===== config.mk =====
export PLATFORM = sky130hd
export DESIGN_NAME = sorted_list_insert_remove
export DESIGN_NICKNAME = d
export VERILOG_FILES = /design/src/rtl/core/sli_pkg.sv /design/src/rtl/core/sli_ram.sv /design/src/rtl/core/sorted_list_insert_remove.sv
export SDC_FILE = /design/constraint.sdc
export NUM_CORES = 1
export LEC_CHECK = 0
export BUFFER_PORTS_ARGS = -buffer_cell sky130_fd_sc_hd__buf_2
export CAP_MARGIN = 15
export CORE_MARGIN = 2
export CORE_UTILIZATION = 42
export DETAILED_ROUTE_END_ITERATION = 8
export PLACE_DENSITY = 0.69
export SETUP_SLACK_MARGIN = 0.4
export SLEW_MARGIN = 25
export SYNTH_ARGS = -nofsm -noshare
export SYNTH_HDL_FRONTEND = slang
export SYNTH_SLANG_ARGS = --single-unit

===== constraint.sdc =====
create_clock -name clk_i -period 6.9 [get_ports clk_i]
set_clock_uncertainty 0.05 [all_clocks]
set_input_delay 0 -clock clk_i [delete_from_list [all_inputs] [get_ports clk_i]]
set_output_delay 0 -clock clk_i [all_outputs]
set_load 0.02 [all_outputs]

===== src/rtl/core/sli_pkg.sv =====
// sli_pkg: shared constants and types for the sorted list insert/remove block
// used by sli_ram and sorted_list_insert_remove; no dependencies
package sli_pkg;

  localparam int unsigned TABLE_DEPTH = 16;
  localparam int unsigned VAL_W       = 32;
  localparam int unsigned IDX_W       = $clog2(TABLE_DEPTH);
  localparam int unsigned CNT_W       = $clog2(TABLE_DEPTH + 1);
  localparam int unsigned OUT_CNT_W   = 5;

  localparam logic ACT_INSERT = 1'b0;
  localparam logic ACT_REMOVE = 1'b1;

  // access bundle into the entry table
  typedef struct packed {
    logic             we;
    logic [IDX_W-1:0] waddr;
    logic [VAL_W-1:0] wdata;
    logic [IDX_W-1:0] raddr;
  } sli_ram_req_t;

endpackage


===== src/rtl/core/sli_ram.sv =====
// sli_ram: entry table, one write and one registered read per cycle
// depends on sli_pkg
module sli_ram (
  input  logic                      clk_i,
  input  sli_pkg::sli_ram_req_t     req_i,
  output logic [sli_pkg::VAL_W-1:0] rdata_o
);
  import sli_pkg::*;

  logic [VAL_W-1:0] mem_q [TABLE_DEPTH];
  logic [VAL_W-1:0] rdata_q;

  always_ff @(posedge clk_i) begin
    if (req_i.we) begin
      mem_q[req_i.waddr] <= req_i.wdata;
    end
    rdata_q <= mem_q[req_i.raddr];
  end

  assign rdata_o = rdata_q;

endmodule


===== src/rtl/core/sorted_list_insert_remove.sv =====
// sorted_list_insert_remove: ascending table with one entry visited per cycle, uses sli_pkg, sli_ram
// operation: insert walks down from the top entry, moving each larger entry up one slot, then
// writes the value (an empty table takes it at slot 0); remove walks all n entries; refused requests skip the walk
// throughput: one request at a time; the next is taken once the result has registered,
// and a result that is not yet taken holds the block in its capture state
// reset: table empty, no result pending; entry storage is not cleared
module sorted_list_insert_remove (
  input  logic                              clk_i,
  input  logic                              rst_ni,
  input  logic                              in_valid_i,
  output logic                              in_ready_o,
  input  logic                              action_i,
  input  logic signed [sli_pkg::VAL_W-1:0]  value_i,
  output logic                              out_valid_o,
  input  logic                              out_ready_i,
  output logic                              success_o,
  output logic [sli_pkg::OUT_CNT_W-1:0]     entry_count_o,
  output logic                              is_empty_o,
  output logic signed [sli_pkg::VAL_W-1:0]  smallest_o
);
  import sli_pkg::*;

  typedef enum logic [2:0] {
    ST_IDLE,
    ST_WALK,
    ST_PUT,
    ST_FINISH,
    ST_CAPTURE
  } state_e;

  state_e             state_q, state_d;
  logic               action_q, action_d;
  logic signed [VAL_W-1:0] value_q, value_d;
  logic [CNT_W-1:0]   count_q, count_d;
  logic [IDX_W-1:0]   idx_q, idx_d;
  logic               issue_q, issue_d;
  logic               dv_q, dv_d;
  logic [IDX_W-1:0]   da_q, da_d;
  logic               found_q, found_d;
  logic               ok_q, ok_d;
  logic               out_valid_q, out_valid_d;
  logic               success_q, success_d;
  logic [OUT_CNT_W-1:0] entry_count_q, entry_count_d;
  logic               is_empty_q, is_empty_d;
  logic [VAL_W-1:0]   smallest_q, smallest_d;

  sli_ram_req_t       ram_req;
  logic [VAL_W-1:0]   rd_data;
  logic [CNT_W+OUT_CNT_W-1:0] count_ext;
  logic               hit;

  sli_ram u_ram (
    .clk_i   (clk_i),
    .req_i   (ram_req),
    .rdata_o (rd_data)
  );

  assign in_ready_o = (state_q == ST_IDLE);
  assign count_ext  = {{OUT_CNT_W{1'b0}}, count_q};
  assign hit        = (rd_data == value_q);

  always_comb begin
    state_d       = state_q;
    action_d      = action_q;
    value_d       = value_q;
    count_d       = count_q;
    idx_d         = idx_q;
    issue_d       = issue_q;
    dv_d          = 1'b0;
    da_d          = da_q;
    found_d       = found_q;
    ok_d          = ok_q;
    out_valid_d   = out_valid_q;
    success_d     = success_q;
    entry_count_d = entry_count_q;
    is_empty_d    = is_empty_q;
    smallest_d    = smallest_q;
    ram_req       = '0;

    if (out_valid_q && out_ready_i) begin
      out_valid_d = 1'b0;
    end

    case (state_q)
      ST_IDLE: begin
        if (in_valid_i) begin
          action_d = action_i;
          value_d  = value_i;
          found_d  = 1'b0;
          ok_d     = 1'b0;
          issue_d  = 1'b0;
          if (action_i == ACT_INSERT) begin
            if (count_q == CNT_W'(TABLE_DEPTH)) begin
              state_d = ST_FINISH;
            end else if (count_q == '0) begin
              state_d = ST_PUT;
            end else begin
              idx_d   = IDX_W'(count_q - CNT_W'(1));
              issue_d = 1'b1;
              state_d = ST_WALK;
            end
          end else begin
            if (count_q == '0) begin
              state_d = ST_FINISH;
            end else begin
              idx_d   = '0;
              issue_d = 1'b1;
              state_d = ST_WALK;
            end
          end
        end
      end

      ST_WALK: begin
        // read one entry ahead while the previous one is judged
        ram_req.raddr = idx_q;
        dv_d          = issue_q;
        da_d          = idx_q;
        if (issue_q) begin
          if (action_q == ACT_INSERT) begin
            if (idx_q == '0) begin
              issue_d = 1'b0;
            end else begin
              idx_d = idx_q - IDX_W'(1);
            end
          end else begin
            if (CNT_W'(idx_q) + CNT_W'(1) == count_q) begin
              issue_d = 1'b0;
            end else begin
              idx_d = idx_q + IDX_W'(1);
            end
          end
        end
        if (dv_q) begin
          if (action_q == ACT_INSERT) begin
            ram_req.we    = 1'b1;
            ram_req.waddr = da_q + IDX_W'(1);
            if ($signed(rd_data) > value_q) begin
              // larger entry moves up one slot
              ram_req.wdata = rd_data;
              if (da_q == '0) begin
                issue_d = 1'b0;
                dv_d    = 1'b0;
                state_d = ST_PUT;
              end
            end else begin
              ram_req.wdata = value_q;
              ok_d          = 1'b1;
              count_d       = count_q + CNT_W'(1);
              issue_d       = 1'b0;
              dv_d          = 1'b0;
              state_d       = ST_FINISH;
            end
          end else begin
            if (found_q) begin
              // entries past the removed one move down
              ram_req.we    = 1'b1;
              ram_req.waddr = da_q - IDX_W'(1);
              ram_req.wdata = rd_data;
            end else if (hit) begin
              found_d = 1'b1;
            end
            if (CNT_W'(da_q) + CNT_W'(1) == count_q) begin
              dv_d    = 1'b0;
              issue_d = 1'b0;
              ok_d    = found_q | hit;
              if (found_q | hit) begin
                count_d = count_q - CNT_W'(1);
              end
              state_d = ST_FINISH;
            end
          end
        end
      end

      ST_PUT: begin
        ram_req.we    = 1'b1;
        ram_req.waddr = '0;
        ram_req.wdata = value_q;
        ok_d          = 1'b1;
        count_d       = count_q + CNT_W'(1);
        state_d       = ST_FINISH;
      end

      ST_FINISH: begin
        ram_req.raddr = '0;
        state_d       = ST_CAPTURE;
      end

      ST_CAPTURE: begin
        ram_req.raddr = '0;
        if (!out_valid_q || out_ready_i) begin
          out_valid_d   = 1'b1;
          success_d     = ok_q;
          entry_count_d = count_ext[OUT_CNT_W-1:0];
          is_empty_d    = (count_q == '0);
          smallest_d    = (count_q == '0) ? '0 : rd_data;
          state_d       = ST_IDLE;
        end
      end

      default: begin
        state_d = ST_IDLE;
      end
    endcase
  end

  always_ff @(posedge clk_i or negedge rst_ni) begin
    if (!rst_ni) begin
      state_q       <= ST_IDLE;
      count_q       <= '0;
      issue_q       <= 1'b0;
      dv_q          <= 1'b0;
      out_valid_q   <= 1'b0;
      action_q      <= ACT_INSERT;
      value_q       <= '0;
      idx_q         <= '0;
      da_q          <= '0;
      found_q       <= 1'b0;
      ok_q          <= 1'b0;
      success_q     <= 1'b0;
      entry_count_q <= '0;
      is_empty_q    <= 1'b1;
      smallest_q    <= '0;
    end else begin
      state_q       <= state_d;
      count_q       <= count_d;
      issue_q       <= issue_d;
      dv_q          <= dv_d;
      out_valid_q   <= out_valid_d;
      action_q      <= action_d;
      value_q       <= value_d;
      idx_q         <= idx_d;
      da_q          <= da_d;
      found_q       <= found_d;
      ok_q          <= ok_d;
      success_q     <= success_d;
      entry_count_q <= entry_count_d;
      is_empty_q    <= is_empty_d;
      smallest_q    <= smallest_d;
    end
  end

  assign out_valid_o   = out_valid_q;
  assign success_o     = success_q;
  assign entry_count_o = entry_count_q;
  assign is_empty_o    = is_empty_q;
  assign smallest_o    = smallest_q;

endmodule

==> results of run 1 <==
## kinds of logic after synthesis
logic type                 count (synthesis)  synth area share (%)
buffers and inverters                    154                  2.45
and+or+nand+nor                          327                  5.96
AOI/OAI and AO/OA                        304                  7.47
adders and majority gates                 41                  1.97
DFF                                      637                  69.5
muxes                                    235                  12.0
xor gates and xnor gates                  20                 0.664
## registers in the layout, indices dropped and copies added, names as in the netlist
register	count
success_o	1
issue_q	1
out_valid_o	1
smallest_o	32
da_q	4
u_ram.mem_q	512
state_q	3
idx_q	4
entry_count_o	5
action_q	1
u_ram.rdata_o	32
dv_q	1
ok_q	1
is_empty_o	1
found_q	1
value_q	32
count_q	5
## worst max-delay path, delay by kind of cell (launching register included)
kind / cells / cell delay, ns
adders and majority gates: 1 / 0.33
and+or+nand+nor: 1 / 0.58
DFF: 1 / 0.35
buffers and inverters: 2 / 0.51
AOI/OAI and AO/OA: 6 / 2.13
## worst max-delay path by stage
| stage | startpoint | endpoint | cells after the start |
|---|---|---|---|
| 3_3_place_gp | value_q[9] | u_ram.mem_q[13][17] | 10 |
| 6_report | value_q[9] | u_ram.mem_q[3][22] | 10 |
| 3_5_place_dp | value_q[9] | u_ram.mem_q[9][17] | 10 |
| 2_1_floorplan | action_q | u_ram.mem_q[12][0] | 8 |
| 5_1_grt | value_q[30] | u_ram.mem_q[0][31] | 10 |
| 4_1_cts | value_q[9] | u_ram.mem_q[15][17] | 10 |
## cell usage in the layout (no fill, tap or decap), drive strengths merged, types with 3 or more instances in the layout
cell type | netlist | layout
clkbuf | 76 | 88
o21ai | 82 | 82
and2 | 3 | 3
mux2i | 165 | 165
mux2 | 6 | 6
a211oi | 4 | 4
xor2 | 10 | 10
bufinv | 0 | 6
nor2b | 4 | 4
inv | 42 | 46
and3b | 3 | 3
o211ai | 3 | 3
a211o | 3 | 3
a21o | 6 | 6
nand3 | 15 | 15
dfrtp | 92 | 92
nor2 | 100 | 100
dfxtp | 32 | 32
mux4 | 64 | 64
nor3 | 44 | 44
dlygate4sd3 | 0 | 37
clkinv | 0 | 22
buf | 36 | 114
edfxtp | 512 | 512
a22o | 64 | 64
xnor2 | 10 | 10
nand2 | 68 | 68
ha | 40 | 40
a21oi | 86 | 86
nand4 | 10 | 10
and3 | 66 | 66
o31a | 5 | 5
or2 | 3 | 3
o22ai | 34 | 34
nand2b | 4 | 4
## area by class of cell
class	instances	area [µm²]	share of cell area, %
inverters	42	158	0.519
multi-input cells	927	7570	24.9
well taps	837	1050	3.45
clock inverters	34	359	1.18
clock buffers	88	1810	5.95
flip-flops and latches	637	18400	60.5
repair buffers	151	1070	3.52
## power breakdown
part	switching [µW]	internal, µW	leakage, µW	total, µW
clock network	1470	2080	0.00106	3550
logic	3030	1850	0.00415	4880
registers	514	4990	0.00622	5500
## per-stage QoR
stage	hold slack, ns	instances	cell area, µm²	utilization [%]
6_report	0.0952	2716	30400	49.0
5_1_grt	0.107	2716	30400	49.0
4_1_cts	0.0610	2716	30400	49.0
3_5_place_dp	0.0653	2556	27800	44.9
3_3_place_gp	0.0622	2556	27800	44.9
2_1_floorplan	-0.346	1718	26400	-
## timing repair
action | 4_1_cts | 5_1_grt
hold buffers | 38 | 0
setup endpoints to repair | 0 | 0
hold endpoints to repair | 92 | 0
## metal layers
| layer | share of wire (%) | wire, µm |
|---|---|---|
| met1 | 40 | 29000 |
| met2 | 48 | 34300 |
| met3 | 8.3 | 5970 |
| met4 | 3.5 | 2470 |
| met5 | 0 | 0 |
==> results.md, run 1 <==
- Vias in the first global route: 15900
- Fillers: 5163
- Total track usage: 22.4%
- Post-route ant nets: 0
- RD Place Congestion: 0.873
- TritonCTS clock tree: yes
- Post-CTS Setup Inserts: 0
- WP data arrival: 4.52 ns
- Final number of max-transition violations: 0
- Total CTS buffers: 66
- EDFF count, synth: 512
- RSZ-0062 raised after global routing: no
- CTS max path bufs: 3
- Netlist Area Pre-Place: 26400 µm²
- FFs w/ async S/R, synth: 14.6%
- Post-synth top area cell: edfxtp_1
- Clock slew at reported path FFs: 0.06 ns
- R2R depth: 10
- Max cap viols: 0
- TritonRoute pass-1 iters: 6
- Primary FF master, synth: edfxtp_1
- Fmax: 0.236 GHz
- Fin crit share: 61.5%
- Reg2Reg Setup Slack: 2.66 ns
- Row cnt: 91
- Cells after synthesis: 1718
- Final HPWL DP: 38200 µm
- Status: completed
- Total core area: 61900 µm²
- Commonest cells post-synth: edfxtp_1, mux2i_1, nor2_1, dfrtp_1, a21oi_1
- Place WS: 2.75 ns
- Setup CP Type: flop to flop
- CP startpoint kind: flop
- Clk_lat worst skew: 0.62 ns
- Met2 Use GR: 35.9%
- Initial Util: 42.6%
- IO Pins: 78
- Average via count per standard cell: 5.88
- Syn. warnings: 0
- Total Negative Setup Slacks: 0 ns
- DR WL/cell: 26.4 µm
- Hold Path Class: input pin to flop
- Crit end category: flop
- Htree depth: 3
- M1 GR Usage: 30.3%
- Slowest cell delay on critical path: 0.58 ns
- Worst setup margin: 2.66 ns
- Congestion Overflow GR: 0
- Post-detailed-routing wire length: 71700 µm
- Top post-synthesis cells by area: edfxtp_1, dfrtp_1, mux2i_1
- Slew headroom: 27.3%
- Die Wd: 255 µm
- Clk root buf: clkbuf_16
- Most Crowded Layer GR: met2
- Max IR drop VDD: 0.000366 V
- Tot Pwr: 13900 µW
- Crit path max fanout: 19
- Routing usage on met3: 4.52%
- Port bufs: 77
- Top cell type's share of synthesized area: 58.3%
- Cell variety after synth: 62
- Synthesized area per cell: 15.4 µm²
- Seq/Total Area, Yosys: 69.5%
- Ant diodes: 0
- DRC errors left: 0
- Share of layout cells above drive strength 1: 16.9%
- Final setup viols: 0
- Die area: 64900 µm²
- Yosys reg bits: 637
- Most frequent cell after synthesis: edfxtp_1
- Final hold vios: 0
- Clock Sinks: 637
- HP Start: value_i[7]
- Slowest-stage cell, CP: or4_4
- Area grow syn2layout: 15.0%
- WHS Path Cells: 4
- Synth Net Count: 1796
- Largest net degree at the start of global routing: 140
- Hold path endpoint: value_q[7]
- Post-layout minimum cycle time: 4.24 ns
- Final #Nets: 1903
- Initial DRC count: 1850
- CTS resizes: 0
- Vias: 16000
- WP data required: 7.17 ns
- Leakage power: 0.0114 µW
- Vert. Die Dim: 255 µm
- Pwr Density: 459 nW/µm²
- Initial antenna violation count: 0
- First-pass GRT wire length: 105000 µm
- Reg-to-reg endpoint: u_ram.mem_q[3][22]
- FF-to-FF Start: value_q[9]
- Crit-path cells: inv_1, ha_1, a21oi_1, o21ai_0, a221o_1, o31a_1, or4_4, a21oi_4, buf_4, a22o_1
- Worst Tran Pin Value: 1.09 ns
(Power assumes the default switching activity.)
==> run 2: changes to the inputs <==
--- a/config.mk
+++ b/config.mk
@@ -10,7 +10,7 @@
 export CORE_MARGIN = 2
 export CORE_UTILIZATION = 42
 export DETAILED_ROUTE_END_ITERATION = 8
-export PLACE_DENSITY = 0.69
+export PLACE_DENSITY = 0.71
 export SETUP_SLACK_MARGIN = 0.4
 export SLEW_MARGIN = 25
 export SYNTH_ARGS = -nofsm -noshare
==> constraint.sdc (replaced) <==
create_clock -name clk_i -period 3.4 [get_ports clk_i]
set_clock_uncertainty 0.05 [all_clocks]
set_input_delay 0 -clock clk_i [delete_from_list [all_inputs] [get_ports clk_i]]
set_output_delay 0 -clock clk_i [all_outputs]
set_load 0.02 [all_outputs]
==> run 2 against run 1 <==
Compared with the run above:
- global-route usage increased by 0.19 points
- combinational power increased by 140%
- first-iteration DRC count increased by 8.4%
- cell count increased by 3.9%
- sequential cell count unchanged
- critical path depth increased by 2
- setup slack got worse by 2.5 ns
- die area unchanged
- register-to-register slack got worse by 2.5 ns
- core utilization increased by 2.8 points
- sequential power increased by 100%
- critical endpoint is now u_ram.mem_q[0][15]
==> results.md, run 2 (synthesized netlist as in run 1, its figures left out) <==
- Finished Cell Area: 32100 µm²
- Most common cell after layout, fill and taps aside: edfxtp_1
- Status: completed
- Fin crit share: 96.7%
- Initial DRC count: 2006
- CP most frequent cell: buf_4
- Htree depth: 2
- Die Wd: 255 µm
- Largest net degree at the start of global routing: 67
- Largest Register: u_ram.mem_q
- Die area: 64900 µm²
- Fmax: 0.304 GHz
- Slowest cell delay on critical path: 0.50 ns
- RD Place Congestion: 0.826
- TritonCTS clock tree: yes
- Final #Nets: 2011
- Leakage power: 0.0123 µW
- First-pass GRT wire length: 106000 µm
- Post-route ant nets: 0
- DR WL/cell: 26.7 µm
- Average via count per standard cell: 5.99
- WP data required: 3.85 ns
- Final setup viols: 0
- Clock slew at reported path FFs: 0.06 ns
- Final hold vios: 0
- Pwr Density: 931 nW/µm²
- Total CTS buffers: 60
- Setup CP Type: flop to flop
- CTS max path bufs: 3
- Slew headroom: 24.0%
- Crit-path cells: inv_1, ha_1, a21o_1, nand3_1, a21oi_1, o31a_2, or4_4, a21oi_4, buf_4, clkbuf_16, buf_4, a22o_4
- Port bufs: 77
- Total core area: 61900 µm²
- IO Pins: 78
- DRC errors left: 0
- Max IR drop VDD: 0.000484 V
- Placed Area: 28400 µm²
- Share of layout cells above drive strength 1: 24.7%
- Initial antenna violation count: 0
- TritonRoute pass-1 iters: 6
- Fin Hold WS: 0.0832 ns
- Hold Path Class: input pin to flop
- Final HPWL DP: 40500 µm
- Total track usage: 22.6%
- Ant diodes: 0
- Largest register FFs: 512
- Slowest-stage cell, CP: or4_4
- Worst Tran Pin Value: 1.14 ns
- Post-detailed-routing wire length: 75200 µm
- Clock Sinks: 637
- CP startpoint kind: flop
- Post-layout minimum cycle time: 3.29 ns
- Most frequent cells in the layout: edfxtp_1, mux2i_1, buf_4
- Clk_lat worst skew: 0.65 ns
- Vert. Die Dim: 255 µm
- Area grow syn2layout: 21.5%
- Congestion Overflow GR: 0
- Final number of max-transition violations: 0
- WP data arrival: 3.74 ns
- Max cap viols: 0
- Initial Util: 42.6%
- Vias: 16900
- Row cnt: 91
- Vias in the first global route: 16500
- Tot Pwr: 29900 µW
- Crit end category: flop
- RSZ-0062 raised after global routing: yes
- Clk root buf: clkbuf_16
- Crit path max fanout: 9
==> run 2: cell types whose count changed in the layout (fill, tap and decap cells not counted), sizes merged <==
cell | before | now
clkbuf | 88 | 92
a22o | 64 | 89
clkinv | 22 | 16
bufinv | 6 | 4
inv | 46 | 44
buf | 114 | 200
==> run 2: worst max-delay path: cells and delay by family, from the launching register on <==
| kind | cells | cell delay, ns |
|---|---|---|
| compound gates | 5 | 1.11 |
| simple gates | 2 | 0.62 |
| buf+inv | 4 | 0.58 |
| flops | 1 | 0.45 |
| fa+ha+maj | 1 | 0.33 |
==> run 2: worst paths after layout <==
| path | cells after the start | startpoint | end | slack (ns) |
|---|---|---|---|---|
| max | 12 | value_q[25] | u_ram.mem_q[0][15] | 0.11 |
| min in group asynchronous | 3 | rst_ni | is_empty_o | 0.40 |
| min reg2reg | 2 | entry_count_o[0] | entry_count_o[0] | 0.44 |
| max in group asynchronous | 4 | rst_ni | smallest_o[2] | 2.37 |
| max reg2reg | 12 | value_q[25] | u_ram.mem_q[0][15] | 0.11 |
| min | 4 | value_i[27] | value_q[27] | 0.08 |
==> run 2: report_power, final <==
group	internal [µW]	switching (µW)
logic	4910	6980
registers	10100	1090
clock network	3860	2890
total	18900	11000
==> run 2: layout make-up <==
class                      count  area, µm²
clock inverter                24        255
multi-input combinational    952       8390
tap                          837       1050
clock buffer                  89       1740
fill                        4964      29900
sequential                   637      18400
timing repair buffer         240       2120
inverter                      42        158
==> run 2: layer usage <==
layer  track usage, %  wire length (µm)  part of all wire, %  vias to the layer above
met4             9.29              2980                  4.0                        0
met5                0                 0                    0                        -
met2             36.6             36000                   48                      955
met3             4.48              7300                  9.7                      211
met1             29.9             29000                   39                     8587
li1                 -                 -                    -                     7153
==> run 2: per-stage QoR <==
step	utilization, %	std cells	TNS (ns)	worst slack [ns]
CTS	50.7	2780	0	0.167
detailed placement	45.8	2605	-26.07	-0.106
finish	51.8	2821	0	0.111
floorplan	-	1718	0	0.0838
global placement	45.8	2605	-5.93	-0.0597
global route	51.8	2821	0	0.00688
==> run 2: repair_timing <==
item | 4_1_cts | 5_1_grt
resized for setup | 87 | 38
setup buffers | 9 | 24
hold buffers | 38 | 0
pin swaps | 17 | 16
gates cloned | 15 | 17
setup endpoints to repair | 515 | 517
hold endpoints to repair | 136 | 0
